File: config.mk
export PLATFORM = sky130hd
export DESIGN_NAME = ascii_motor_command_parser
export DESIGN_NICKNAME = d
export VERILOG_FILES = /design/src/amcp_pkg.sv /design/src/amcp_parser.sv /design/src/amcp_scale.sv /design/src/ascii_motor_command_parser.sv
export VERILOG_INCLUDE_DIRS = /design/src /design/src/src
export SDC_FILE = /design/constraint.sdc
export NUM_CORES = 1
export LEC_CHECK = 0
export BUFFER_PORTS_ARGS = -buffer_cell sky130_fd_sc_hd__clkbuf_2
export CAP_MARGIN = 20
export CORE_MARGIN = 5
export CORE_UTILIZATION = 55
export DETAILED_ROUTE_END_ITERATION = 8
export PLACE_DENSITY = 0.72
export SLEW_MARGIN = 20
export SYNTH_ARGS = -nofsm -noshare
export SYNTH_HDL_FRONTEND = slang
export SYNTH_SLANG_ARGS = --single-unit
export TNS_END_PERCENT = 100
File: constraint.sdc
create_clock -name clk -period 20.3 [get_ports clk]
set_input_delay 3.045 -clock clk [delete_from_list [all_inputs] [get_ports clk]]
set_output_delay 3.045 -clock clk [all_outputs]
set_load 0.005 [all_outputs]
File: src/assert_macros.svh
// ----------------------------------------------------------------------------
// assertion macros
// shared concurrent assertion forms for the motor command parser
// ----------------------------------------------------------------------------
`ifndef ASSERT_MACROS_SVH
`define ASSERT_MACROS_SVH

`ifndef SYNTH

`define ASSERT_ALWAYS(lbl, clk, rst_n, cond) \
    lbl: assert property (@(posedge clk) disable iff (!rst_n) (cond)) \
        else $error("assertion failed: invariant");

`define ASSERT_IMPLIES(lbl, clk, rst_n, ante, cons) \
    lbl: assert property (@(posedge clk) disable iff (!rst_n) (ante) |-> (cons)) \
        else $error("assertion failed: implication");

`define ASSERT_NEXT(lbl, clk, rst_n, ante, cons) \
    lbl: assert property (@(posedge clk) disable iff (!rst_n) (ante) |=> (cons)) \
        else $error("assertion failed: next cycle");

`else

`define ASSERT_ALWAYS(lbl, clk, rst_n, cond)
`define ASSERT_IMPLIES(lbl, clk, rst_n, ante, cons)
`define ASSERT_NEXT(lbl, clk, rst_n, ante, cons)

`endif

`endif

File: src/amcp_pkg.sv
// ----------------------------------------------------------------------------
// amcp_pkg
// types, constants and keyword table of the ascii motor command parser
// ----------------------------------------------------------------------------
package amcp_pkg;

    localparam int LINE_BYTES_DEF = 64;

    localparam int DATA_W = 32;
    localparam int ADDR_W = 3;
    localparam int FSV_W  = 10;
    localparam int ACC_W  = 17;
    localparam int PROD_W = 18;
    localparam int VEL_W  = 15;

    localparam logic [ADDR_W-3:0] REG_FULL_SCALE = 1'b0;
    localparam logic [FSV_W-1:0]  FSV_RESET      = 10'd500;

    localparam logic [1:0] KIND_PING  = 2'd0;
    localparam logic [1:0] KIND_STOP  = 2'd1;
    localparam logic [1:0] KIND_MOTOR = 2'd2;
    localparam logic [1:0] KIND_NONE  = 2'd3;

    localparam logic [ACC_W-1:0] ACC_CAP   = 17'd131071;
    localparam logic [7:0]       SPEED_MAX = 8'd255;

    localparam logic [7:0] CH_NUL   = 8'd0;
    localparam logic [7:0] CH_TAB   = 8'd9;
    localparam logic [7:0] CH_LF    = 8'd10;
    localparam logic [7:0] CH_VT    = 8'd11;
    localparam logic [7:0] CH_FF    = 8'd12;
    localparam logic [7:0] CH_CR    = 8'd13;
    localparam logic [7:0] CH_SPACE = 8'd32;
    localparam logic [7:0] CH_PLUS  = 8'd43;
    localparam logic [7:0] CH_COMMA = 8'd44;
    localparam logic [7:0] CH_MINUS = 8'd45;
    localparam logic [7:0] CH_ZERO  = 8'd48;
    localparam logic [7:0] CH_NINE  = 8'd57;
    localparam logic [7:0] CH_LT    = 8'd60;

    // keyword rows: PING, ping, STOP, stop
    localparam logic [7:0] KW_TEXT [4][4] = '{
        '{8'h50, 8'h49, 8'h4E, 8'h47},
        '{8'h70, 8'h69, 8'h6E, 8'h67},
        '{8'h53, 8'h54, 8'h4F, 8'h50},
        '{8'h73, 8'h74, 8'h6F, 8'h70}
    };

    typedef enum logic [3:0] {
        PH_START   = 4'd0,
        PH_N0_LEAD = 4'd1,
        PH_N0_SIGN = 4'd2,
        PH_N0_DIG  = 4'd3,
        PH_N1_LEAD = 4'd4,
        PH_N1_SIGN = 4'd5,
        PH_N1_DIG  = 4'd6,
        PH_N2_LEAD = 4'd7,
        PH_N2_SIGN = 4'd8,
        PH_N2_DIG  = 4'd9,
        PH_DONE    = 4'd10,
        PH_FAIL    = 4'd11
    } phase_t;

    typedef struct packed {
        logic [1:0] kind;
        logic       motor;
        logic       fwd;
        logic [7:0] speed;
    } cmd_t;

endpackage

File: src/amcp_parser.sv
// ----------------------------------------------------------------------------
// amcp_parser
// line state and per-byte parsing; flags a command at the end of a line
// ----------------------------------------------------------------------------
`include "assert_macros.svh"

module amcp_parser #(
    parameter int LINE_BYTES = amcp_pkg::LINE_BYTES_DEF
) (
    input  logic             clk,
    input  logic             rst_n,
    input  logic             strobe,
    input  logic [7:0]       rx_byte,
    output logic             emit,
    output amcp_pkg::cmd_t   cmd
);
    import amcp_pkg::*;

    localparam int LEN_W = $clog2(LINE_BYTES);
    localparam logic [LEN_W-1:0] LEN_MAX  = LEN_W'(LINE_BYTES - 1);
    localparam logic [LEN_W-1:0] LEN_FOUR = LEN_W'(4);

    logic [LEN_W-1:0] line_length_reg, line_length_next;
    phase_t           phase_reg, phase_next;
    logic [3:0]       keyword_match_reg, keyword_match_next;
    logic [ACC_W-1:0] acc_reg, acc_next;
    logic             negative_reg, negative_next;
    logic             motor_reg, motor_next;
    logic             direction_reg, direction_next;
    logic             zero_seen_reg, zero_seen_next;

    logic             is_term;
    logic             is_blank;
    logic             is_digit;
    logic [3:0]       digit;
    logic [ACC_W+3:0] acc_grow;
    logic             positive;

    always_ff @(posedge clk or negedge rst_n)
    begin
        if (!rst_n)
        begin
            line_length_reg   <= '0;
            phase_reg         <= PH_START;
            keyword_match_reg <= 4'hF;
            acc_reg           <= '0;
            negative_reg      <= 1'b0;
            motor_reg         <= 1'b0;
            direction_reg     <= 1'b0;
            zero_seen_reg     <= 1'b0;
        end
        else
        begin
            line_length_reg   <= line_length_next;
            phase_reg         <= phase_next;
            keyword_match_reg <= keyword_match_next;
            acc_reg           <= acc_next;
            negative_reg      <= negative_next;
            motor_reg         <= motor_next;
            direction_reg     <= direction_next;
            zero_seen_reg     <= zero_seen_next;
        end
    end

    assign is_term  = (rx_byte == CH_LF) || (rx_byte == CH_CR);
    assign is_blank = (rx_byte == CH_TAB) || (rx_byte == CH_VT) ||
                      (rx_byte == CH_FF) || (rx_byte == CH_SPACE);
    assign is_digit = (rx_byte >= CH_ZERO) && (rx_byte <= CH_NINE);
    assign digit    = rx_byte[3:0];
    assign acc_grow = {1'b0, acc_reg, 3'b000} + {3'b000, acc_reg, 1'b0} +
                      (ACC_W+4)'(digit);
    assign positive = !negative_reg && (acc_reg != '0);

    always_comb
    begin
        line_length_next   = line_length_reg;
        phase_next         = phase_reg;
        keyword_match_next = keyword_match_reg;
        acc_next           = acc_reg;
        negative_next      = negative_reg;
        motor_next         = motor_reg;
        direction_next     = direction_reg;
        zero_seen_next     = zero_seen_reg;
        emit               = 1'b0;
        cmd                = '0;

        // end of line decision from the state before the terminator
        if ((line_length_reg >= LEN_FOUR) && (keyword_match_reg[1:0] != 2'b00))
        begin
            cmd.kind = KIND_PING;
            emit     = 1'b1;
        end
        else if ((line_length_reg >= LEN_FOUR) && (keyword_match_reg[3:2] != 2'b00))
        begin
            cmd.kind = KIND_STOP;
            emit     = 1'b1;
        end
        else if ((phase_reg == PH_DONE) || (phase_reg == PH_N2_DIG))
        begin
            cmd.kind  = KIND_MOTOR;
            cmd.motor = motor_reg;
            cmd.fwd   = direction_reg;
            if (negative_reg)
            begin
                cmd.speed = 8'd0;
            end
            else if (acc_reg > ACC_W'(SPEED_MAX))
            begin
                cmd.speed = SPEED_MAX;
            end
            else
            begin
                cmd.speed = acc_reg[7:0];
            end
            emit = 1'b1;
        end
        if (!(strobe && is_term && (line_length_reg != '0)))
        begin
            emit = 1'b0;
        end

        if (strobe)
        begin
            if (is_term || (line_length_reg >= LEN_MAX))
            begin
                // empty line keeps the state as it is, which is already clear
                if (is_term && (line_length_reg == '0))
                begin
                    line_length_next = line_length_reg;
                end
                else
                begin
                    line_length_next   = '0;
                    phase_next         = PH_START;
                    keyword_match_next = 4'hF;
                    acc_next           = '0;
                    negative_next      = 1'b0;
                    zero_seen_next     = 1'b0;
                end
            end
            else
            begin
                line_length_next = line_length_reg + LEN_W'(1);
                if (!zero_seen_reg)
                begin
                    if (rx_byte == CH_NUL)
                    begin
                        zero_seen_next = 1'b1;
                        if (line_length_reg < LEN_FOUR)
                        begin
                            keyword_match_next = 4'h0;
                        end
                    end
                    else
                    begin
                        // keyword tracking
                        if (line_length_reg < LEN_FOUR)
                        begin
                            for (int i = 0; i < 4; i++)
                            begin
                                if (rx_byte != KW_TEXT[i][line_length_reg[1:0]])
                                begin
                                    keyword_match_next[i] = 1'b0;
                                end
                            end
                        end
                        else
                        begin
                            keyword_match_next = 4'h0;
                        end

                        // number scanning
                        case (phase_reg)
                            PH_START:
                            begin
                                phase_next = (rx_byte == CH_LT) ? PH_N0_LEAD : PH_FAIL;
                            end
                            PH_N0_LEAD, PH_N1_LEAD, PH_N2_LEAD:
                            begin
                                if (is_blank)
                                begin
                                    phase_next = phase_reg;
                                end
                                else if ((rx_byte == CH_PLUS) || (rx_byte == CH_MINUS))
                                begin
                                    negative_next = (rx_byte == CH_MINUS);
                                    acc_next      = '0;
                                    phase_next    = phase_t'(phase_reg + 4'd1);
                                end
                                else if (is_digit)
                                begin
                                    negative_next = 1'b0;
                                    acc_next      = ACC_W'(digit);
                                    phase_next    = phase_t'(phase_reg + 4'd2);
                                end
                                else
                                begin
                                    phase_next = PH_FAIL;
                                end
                            end
                            PH_N0_SIGN, PH_N1_SIGN, PH_N2_SIGN:
                            begin
                                if (is_digit)
                                begin
                                    acc_next   = ACC_W'(digit);
                                    phase_next = phase_t'(phase_reg + 4'd1);
                                end
                                else
                                begin
                                    phase_next = PH_FAIL;
                                end
                            end
                            PH_N0_DIG, PH_N1_DIG, PH_N2_DIG:
                            begin
                                if (is_digit)
                                begin
                                    acc_next = (acc_grow > (ACC_W+4)'(ACC_CAP)) ?
                                               ACC_CAP : acc_grow[ACC_W-1:0];
                                end
                                else if (phase_reg == PH_N2_DIG)
                                begin
                                    phase_next = PH_DONE;
                                end
                                else if (rx_byte == CH_COMMA)
                                begin
                                    if (phase_reg == PH_N0_DIG)
                                    begin
                                        motor_next = positive;
                                    end
                                    else
                                    begin
                                        direction_next = positive;
                                    end
                                    phase_next = phase_t'(phase_reg + 4'd1);
                                end
                                else
                                begin
                                    phase_next = PH_FAIL;
                                end
                            end
                            default:
                            begin
                                phase_next = phase_reg;
                            end
                        endcase
                    end
                end
            end
        end
    end

    `ASSERT_ALWAYS(a_len_bound, clk, rst_n, line_length_reg <= LEN_MAX)
    `ASSERT_IMPLIES(a_zero_len, clk, rst_n, zero_seen_reg, line_length_reg != '0)
    `ASSERT_IMPLIES(a_kw_fail, clk, rst_n,
        (keyword_match_reg != 4'h0) && (line_length_reg != '0), phase_reg == PH_FAIL)

endmodule

File: src/amcp_scale.sv
// ----------------------------------------------------------------------------
// amcp_scale
// speed * full scale * 16 / 255, rounded to nearest, signed by direction
// ----------------------------------------------------------------------------
module amcp_scale (
    input  amcp_pkg::cmd_t                  cmd,
    input  logic [amcp_pkg::PROD_W-1:0]     product,
    output logic signed [amcp_pkg::VEL_W-1:0] velocity
);
    import amcp_pkg::*;

    localparam int X_W = PROD_W + 4;

    logic [X_W-1:0]   x;
    logic [X_W:0]     t;
    logic [VEL_W-1:0] q_est;
    logic [X_W:0]     rem;
    logic [VEL_W-1:0] mag;

    // x/255 estimated as x*(1 + 2^-8 + 2^-16)/256, low by at most one
    assign x     = {product, 4'b0000} + X_W'(127);
    assign t     = {1'b0, x} + (X_W+1)'(x >> 8) + (X_W+1)'(x >> 16);
    assign q_est = t[X_W:8];
    assign rem   = {1'b0, x} - {q_est, 8'h00} + (X_W+1)'(q_est);
    assign mag   = q_est + VEL_W'(rem >= (X_W+1)'(255));

    assign velocity = cmd.fwd ? signed'(mag) : signed'(VEL_W'(-mag));

endmodule

File: src/ascii_motor_command_parser.sv
// ----------------------------------------------------------------------------
// ascii_motor_command_parser
// assembles received bytes into lines and emits ping, stop and motor commands
//
//   channel  | signals                               | dir
//   ---------+---------------------------------------+-----
//   rx       | in_valid, in_ready, rx_byte           | in
//   command  | out_valid, out_ready, command_kind,   | out
//            | motor_select, forward, speed_level,   |
//            | velocity                              |
//   config   | psel, penable, pwrite, paddr, pwdata, | in
//            | prdata, pready                        |
//
// one byte transfer per cycle sustained while no stall backs up the stages; a line
// terminator is held in the byte register, then its command in the parse and scale stages
// the speed by full scale product is registered before the divide by 255
// reset clears the line state and sets full scale to 500
// a stalled output holds the command; the pipeline keeps filling its empty
// stages and in_ready drops only when every stage is occupied
// ----------------------------------------------------------------------------
`include "assert_macros.svh"

module ascii_motor_command_parser #(
    parameter int LINE_BYTES = amcp_pkg::LINE_BYTES_DEF
) (
    input  logic                              clk,
    input  logic                              rst_n,
    input  logic                              in_valid,
    output logic                              in_ready,
    input  logic [7:0]                        rx_byte,
    output logic                              out_valid,
    input  logic                              out_ready,
    output logic [1:0]                        command_kind,
    output logic                              motor_select,
    output logic                              forward,
    output logic [7:0]                        speed_level,
    output logic signed [amcp_pkg::VEL_W-1:0] velocity,
    input  logic                              psel,
    input  logic                              penable,
    input  logic                              pwrite,
    input  logic [amcp_pkg::ADDR_W-1:0]       paddr,
    input  logic [amcp_pkg::DATA_W-1:0]       pwdata,
    output logic [amcp_pkg::DATA_W-1:0]       prdata,
    output logic                              pready
);
    import amcp_pkg::*;

    logic [FSV_W-1:0]  fsv_reg, fsv_next;
    logic [ADDR_W-3:0] reg_index;

    logic              v1_reg, v1_next;
    logic [7:0]        byte_reg;
    logic              v2_reg, v2_next;
    cmd_t              cmd2_reg;
    logic [PROD_W-1:0] prod2_reg;
    logic              v3_reg, v3_next;
    cmd_t              cmd3_reg;
    logic signed [VEL_W-1:0] vel3_reg;

    logic              adv1, adv2, adv3;
    logic              emit;
    cmd_t              cmd;
    logic signed [VEL_W-1:0] vel_calc;

    // configuration port
    assign pready    = 1'b1;
    assign reg_index = paddr[ADDR_W-1:2];
    assign prdata    = (reg_index == REG_FULL_SCALE) ? DATA_W'(fsv_reg) : '0;

    always_comb
    begin
        fsv_next = fsv_reg;
        if (psel && penable && pwrite && (reg_index == REG_FULL_SCALE))
        begin
            fsv_next = pwdata[FSV_W-1:0];
        end
    end

    // pipeline flow control
    assign adv3     = !v3_reg || out_ready;
    assign adv2     = !v2_reg || adv3;
    assign adv1     = !v1_reg || adv2;
    assign in_ready = adv1;

    assign v1_next = adv1 ? in_valid : v1_reg;
    assign v2_next = adv2 ? (v1_reg && emit) : v2_reg;
    assign v3_next = adv3 ? v2_reg : v3_reg;

    always_ff @(posedge clk or negedge rst_n)
    begin
        if (!rst_n)
        begin
            fsv_reg <= FSV_RESET;
            v1_reg  <= 1'b0;
            v2_reg  <= 1'b0;
            v3_reg  <= 1'b0;
        end
        else
        begin
            fsv_reg <= fsv_next;
            v1_reg  <= v1_next;
            v2_reg  <= v2_next;
            v3_reg  <= v3_next;
        end
    end

    always_ff @(posedge clk)
    begin
        if (in_valid && in_ready)
        begin
            byte_reg <= rx_byte;
        end
        if (adv2)
        begin
            cmd2_reg  <= cmd;
            prod2_reg <= PROD_W'(cmd.speed) * PROD_W'(fsv_reg);
        end
        if (adv3)
        begin
            cmd3_reg <= cmd2_reg;
            vel3_reg <= vel_calc;
        end
    end

    amcp_parser #(
        .LINE_BYTES (LINE_BYTES)
    ) u_parser (
        .clk     (clk),
        .rst_n   (rst_n),
        .strobe  (v1_reg && adv2),
        .rx_byte (byte_reg),
        .emit    (emit),
        .cmd     (cmd)
    );

    amcp_scale u_scale (
        .cmd      (cmd2_reg),
        .product  (prod2_reg),
        .velocity (vel_calc)
    );

    assign out_valid    = v3_reg;
    assign command_kind = cmd3_reg.kind;
    assign motor_select = cmd3_reg.motor;
    assign forward      = cmd3_reg.fwd;
    assign speed_level  = cmd3_reg.speed;
    assign velocity     = vel3_reg;

    `ASSERT_IMPLIES(a_kind_valid, clk, rst_n, out_valid, command_kind != KIND_NONE)
    `ASSERT_IMPLIES(a_plain_zero, clk, rst_n,
        out_valid && (command_kind != KIND_MOTOR),
        !motor_select && !forward && (speed_level == 8'd0) && (velocity == '0))
    `ASSERT_IMPLIES(a_fwd_sign, clk, rst_n,
        out_valid && (command_kind == KIND_MOTOR) && forward, !velocity[VEL_W-1])
    `ASSERT_NEXT(a_stage_move, clk, rst_n, v2_reg && !v3_reg, out_valid)

endmodule
==> reports/qor.yml, run 1 <==
run_status:
  status: "completed"
cts:
  cts_tree: "yes"
  htree_levels: 4
  clock-sinks: 113
  cts_hold_buf: 0
  cts_resized: 0
  clk_root_buffer_cell: "clkbuf_16"
  cts.path.max_buffers: 2
  cts.clk_slew.worst_paths_ns: 0.06
  cts_setup_buffers: 0
  cts_buffers: 17
  worstSkewPairLatency_ns: 0.43
logic_synthesis:
  synthArstFlopShare: 0.425
  synthCells: 1376
  synth_edf_count: 65
  synth_ff_type: "edfxtp_1"
  netlist_area_sq_mm: 0.0125
  synthTopCellsByArea: "ha_1 (16%), edfxtp_1 (16%), fa_1 (9.5%)"
  yosys.area.top_type: "ha_1"
  syn_avg_cell_area_sq_um: 9.08
  ys_warn_count: 0
  yosysTopAreaCellShare: 0.164
  synth-seq-cells: 113
  synth.distinct_cells: 86
  ys_seq_area_frac: 0.253
sta:
  setup_slack_ns: 9.97
  tns_ns: 0
  setup_viol: 0
  hold_viol_final: 0
  fmax_mhz: 96.8
  rsz0062_at_grt: "no"
  drv_slew: 0
  fin_crit_ns: 10.33
  skew_ns: 0.0163
  holdWs_ns: 0.419
  final.period_utilization: 0.509
  maxSlewHeadroom: 0.300
  max_slew.worst_pin.slew_ns: 1.04
final_layout:
  multi_input_area_sq_mm: 0.00857
  mostFrequentLayoutCells: "ha_1 (164), inv_1 (135), nand2_1 (117), nor2_1 (73), a21oi_1 (67)"
  num-fill-cells: 1929
  nets: 1693
  largest_reg_flops: 18
  drive_gt1_frac: 0.105
  seqCellArea_sq_mm: 0.00317
  syn2layout_area_growth_pct: 8.57
  final_common_cell: "ha_1"
  antennaDiodeCount: 0
placement:
  numPortBuffers: 64
  gp_congestion: 0.909
  dp_hpwl_um: 21700
  pre_cts_ws_ns: 10.16
detailed_routing:
  postRouteWirelength_um: 28300
  ant_nets: 0
  routedWlPerCell_um: 16.5
  dr.pass1.iters: 5
  drt_iter0_markers: 630
  num_vias: 9883
  avgViaCountPerCell: 5.75
  drc: 0
global_routing:
  overflow: 0
  antenna_found_initial: 0
  grt_pass1_vias: 9700
  track_usage: 0.220
  grt_pass1_wl_um: 47400
  grt_max_degree: 49
floorplanning:
  io_pins: 112
  core_sq_mm: 0.0225
  initial_core_util: 0.555
  die_x_um: 161
  rows: 55
  dieArea_sq_mm: 0.0258
  die_y_um: 161
hold_path:
  hold_class: "flop to flop"
worst_setup_path:
  crit_required_ns: 20.47
  critPathMaxFanout: 6
  worstSetupPathType: "flop to flop"
  critPathSlowestCell: "xor2_1"
  critPathMaxStageDelay_ns: 0.55
  arrival_ns: 10.51
  crit_top_cell: "ha_1"
  cp-start-kind: "flop"
  cp-end-kind: "flop"
job:
  maxCapViolations: 0
-- stage by stage --
stage,utilization,std cells,instance area [sq um]
global placement,0.575,1686,12900
detailed placement,0.575,1686,12900
finish,0.603,1718,13600
floorplan,-,1397,12600
CTS,0.603,1718,13600
global route,0.603,1718,13600
-- final cells by class --
| class | count | area share |
|---|---|---|
| Clock buffer | 19 | 0.0350 |
| Clock inverter | 13 | 0.00987 |
| Inverter | 136 | 0.0376 |
| Multi-Input combinational cell | 1083 | 0.631 |
| Sequential cell | 113 | 0.233 |
| Tap cell | 285 | 0.0263 |
| Timing Repair Buffer | 69 | 0.0264 |
-- cell usage after synthesis, drive strengths merged, types with 5 or more instances --
library cell,count
nor2,76
o22ai,7
nand2b,20
nand4,10
nand2,117
o21ai,65
nor2b,25
o21bai,9
ha,164
clkbuf,39
o21a,18
nor3,37
a31oi,12
fa,59
xor2,38
and3,10
a221o,5
mux2,14
a211oi,7
edfxtp,65
a2111oi,5
a22oi,9
xnor2,57
a21oi,69
inv,136
or2,5
and2,52
buf,26
nor4,15
or4,8
nand3,31
dfstp,10
nand3b,6
or3,5
a21o,35
dfrtp,38
o31ai,6
mux2i,5
-- layer usage --
layer / GRT usage / vias to the layer above / part of all wire
met2: 0.358 / 296 / 0.46
li1: - / 4885 / -
met5: 0 / - / 0
met3: 0.0349 / 27 / 0.052
met1: 0.309 / 4675 / 0.47
met4: 0.0558 / 0 / 0.013
-- worst max-delay path, delay by kind of cell, from the launching register on --
kind	cells	cell delay, ns
compound gates	11	2.52
flops	1	0.42
fa+ha+maj	8	2.45
xor+xnor	3	1.12
simple gates	13	2.99
buf+inv	5	0.61
-- final timing paths --
kind,depth (start not counted),from,slack [ns],end
hold reg to reg,0,cmd2_reg[1],0.42,speed_level[1]
setup / recovery,40,prod2_reg[2],9.97,velocity[9]
max in group asynchronous,2,rst_n,17.14,u_parser.acc_reg[10]
hold / removal,0,cmd2_reg[1],0.42,speed_level[1]
min in group asynchronous,2,rst_n,2.72,u_parser.line_length_reg[1]
setup reg to reg,40,prod2_reg[2],9.97,velocity[9]
-- cell families after synthesis --
logic type               Yosys count  share of synthesized area
AND/OR/NAND/NOR                  429                      0.176
AO/OA/AOI/OAI                    293                      0.157
multiplexers                      19                     0.0166
adder cells (fa/ha/maj)          223                      0.259
buffers and inverters            201                     0.0680
other                              2                   0.000601
XOR/XNOR                          96                     0.0700
flip-flops                       113                      0.253
Power of run 1 is not shown: default switching activity piles up to over one toggle a cycle in this logic, so the estimate is an artifact.
==> run 2, diff against run 1 <==
PLACE_DENSITY = 0.75   (was 0.72)
clock period = 8.4 ns   (was 20.3 ns; I/O delays follow)
==> run 2 against run 1 <==
  * Worst hold slack improved by 0.00096 ns
  * Die area did not move
  * The flow now finishes with violations (setup timing)
  * Critical endpoint unchanged
  * Maximum frequency rose by 18%
  * Final area rose by 17%
  * Critical path type unchanged
  * Largest cell class unchanged
  * Critical path depth rose by 2
==> reports/qor.yml, run 2 (same netlist as run 1, synthesis figures left out) <==
run_status:
  status: "finished, violations left"  # was completed
  violations: "setup timing"
detailed_routing:
  drt_iter0_markers: 803  # was 630
  avgViaCountPerCell: 5.97  # was 5.75
  postRouteWirelength_um: 36100  # was 28300 um
  routedWlPerCell_um: 19.0  # was 16.5 um
  drc: 0  # unchanged
  dr.pass1.iters: 5  # unchanged
  ant_nets: 0  # unchanged
  num_vias: 11300  # was 9883
global_routing:
  antenna_found_initial: 0  # unchanged
  grt_pass1_wl_um: 52900  # was 47400 um
  grt_max_degree: 49  # unchanged
  track_usage: 0.246  # was 0.220
  grt_pass1_vias: 11000  # was 9700
  overflow: 0  # unchanged
job:
  maxCapViolations: 0  # unchanged
floorplanning:
  rows: 55  # unchanged
  initial_core_util: 0.555  # unchanged
  die_y_um: 161  # unchanged
  die_x_um: 161  # unchanged
  core_sq_mm: 0.0225  # unchanged
  dieArea_sq_mm: 0.0258  # unchanged
  io_pins: 112  # unchanged
cts:
  cts.path.max_buffers: 2  # unchanged
  worstSkewPairLatency_ns: 0.43  # about the same
  clock-sinks: 113  # unchanged
  cts_buffers: 17  # unchanged
  cts_hold_buf: 0  # unchanged
  htree_levels: 4  # unchanged
  cts_tree: "yes"  # unchanged
  cts.clk_slew.worst_paths_ns: 0.06  # about the same
  clk_root_buffer_cell: "clkbuf_16"  # unchanged
hold_path:
  hold_class: "flop to flop"  # unchanged
final_layout:
  syn2layout_area_growth_pct: 27.1  # was 8.57%
  mostFrequentLayoutCells: "buf_4 (176), ha_1 (130), inv_1 (120), nand2_1 (113), nor2_1 (68)"  # was ha_1 (164), inv_1 (135), nand2_1 (117), nor2_1 (73), a21oi_1 (67)
  antennaDiodeCount: 0  # unchanged
  stdcell_area_sq_mm: 0.0159  # was 0.0136 sq mm
  num-fill-cells: 1544  # was 1929
  nets: 1875  # was 1693
  final_common_cell: "buf_4"  # was ha_1
  drive_gt1_frac: 0.282  # was 0.105
  largest_reg_flops: 18  # unchanged
placement:
  gp_congestion: 0.945  # was 0.909
  numPortBuffers: 64  # unchanged
  dp_hpwl_um: 23600  # was 21700 um
  place_area_sq_mm: 0.0140  # was 0.0129 sq mm
sta:
  fin_crit_ns: 8.75  # was 10.33 ns
  rsz0062_at_grt: "yes"  # was no
  max_slew.worst_pin.slew_ns: 1.11  # was 1.04 ns
  fmax_mhz: 114  # was 96.8 MHz
  drv_slew: 0  # unchanged
  setup_slack_ns: -0.351  # was 9.97 ns
  maxSlewHeadroom: 0.257  # was 0.300
  final.period_utilization: 1.04  # was 0.509
  setup_viol: 10  # was 0
  hold_viol_final: 0  # unchanged
  skew_ns: 0.0179  # was 0.0163 ns
worst_setup_path:
  critPathMaxStageDelay_ns: 0.58  # was 0.55 ns
  critPathMaxFanout: 4  # was 6
  worstSetupPathType: "flop to flop"  # unchanged
  cp-end-kind: "flop"  # unchanged
  arrival_ns: 8.91  # was 10.51 ns
  cp-start-kind: "flop"  # unchanged
  critPathSlowestCell: "fa_1"  # was xor2_1
  crit_top_cell: "ha_4"  # was ha_1
  crit_required_ns: 8.56  # was 20.47 ns
-- run 2: final timing paths --
check | start | to | slack, ns | cells past startpoint
worst max register to register | prod2_reg[0] | velocity[9] | -0.35 | 42
worst max-delay path | prod2_reg[0] | velocity[9] | -0.35 | 42
worst min-delay path | cmd2_reg[4] | speed_level[4] | 0.42 | 0
worst min register to register | cmd2_reg[4] | speed_level[4] | 0.42 | 0
min in group asynchronous | rst_n | u_parser.line_length_reg[1] | 0.92 | 2
max in group asynchronous | rst_n | u_parser.acc_reg[6] | 7.01 | 2
-- run 2: final cells by class --
class / count / area (sq um) / share of cell area
flip-flops and latches: 113 / 3170 / 0.199
clock inverters: 15 / 164 / 0.0103
multi-input cells: 1083 / 9490 / 0.597
repair buffers: 251 / 1770 / 0.111
well taps: 285 / 357 / 0.0224
inverters: 136 / 520 / 0.0328
clock buffers: 17 / 425 / 0.0268
-- run 2: worst max-delay path: cells and delay by family (launching register included) --
kind | cells | cell delay [ns]
AOI/OAI and AO/OA | 13 | 2.70
xor gates and xnor gates | 2 | 0.33
adders and majority gates | 8 | 2.28
buffers and inverters | 6 | 0.44
DFF | 1 | 0.41
muxes | 1 | 0.14
and+or+nand+nor | 12 | 2.16
-- run 2: timing repair --
action	in CTS	in global routing
buffers inserted	27	16
endpoints found under the setup margin	12	12
pin swaps	24	51
gates resized for setup	38	133
-- run 2: metal layers --
metal  vias to the layer above  global-route usage  wire (um)
li1                       5238                   -          -
met4                         0              0.0717       1470
met5                         -                   0          0
met1                      5475               0.320      14400
met3                       136              0.0423       2220
met2                       497               0.422      18000
-- run 2: per-stage QoR --
step           TNS (ns)  cells  setup slack [ns]  hold WS, ns  utilization
2_1_floorplan         0   1397           0.00897        0.400            -
3_3_place_gp      -1.15   1826            -0.187        0.405        0.624
3_5_place_dp      -3.82   1826            -0.480        0.408        0.624
4_1_cts               0   1885            0.0116        0.422        0.668
5_1_grt           -3.15   1900            -0.477        0.434        0.706
6_report          -2.11   1900            -0.351        0.420        0.706
Power of run 2 is left out for the same reason.
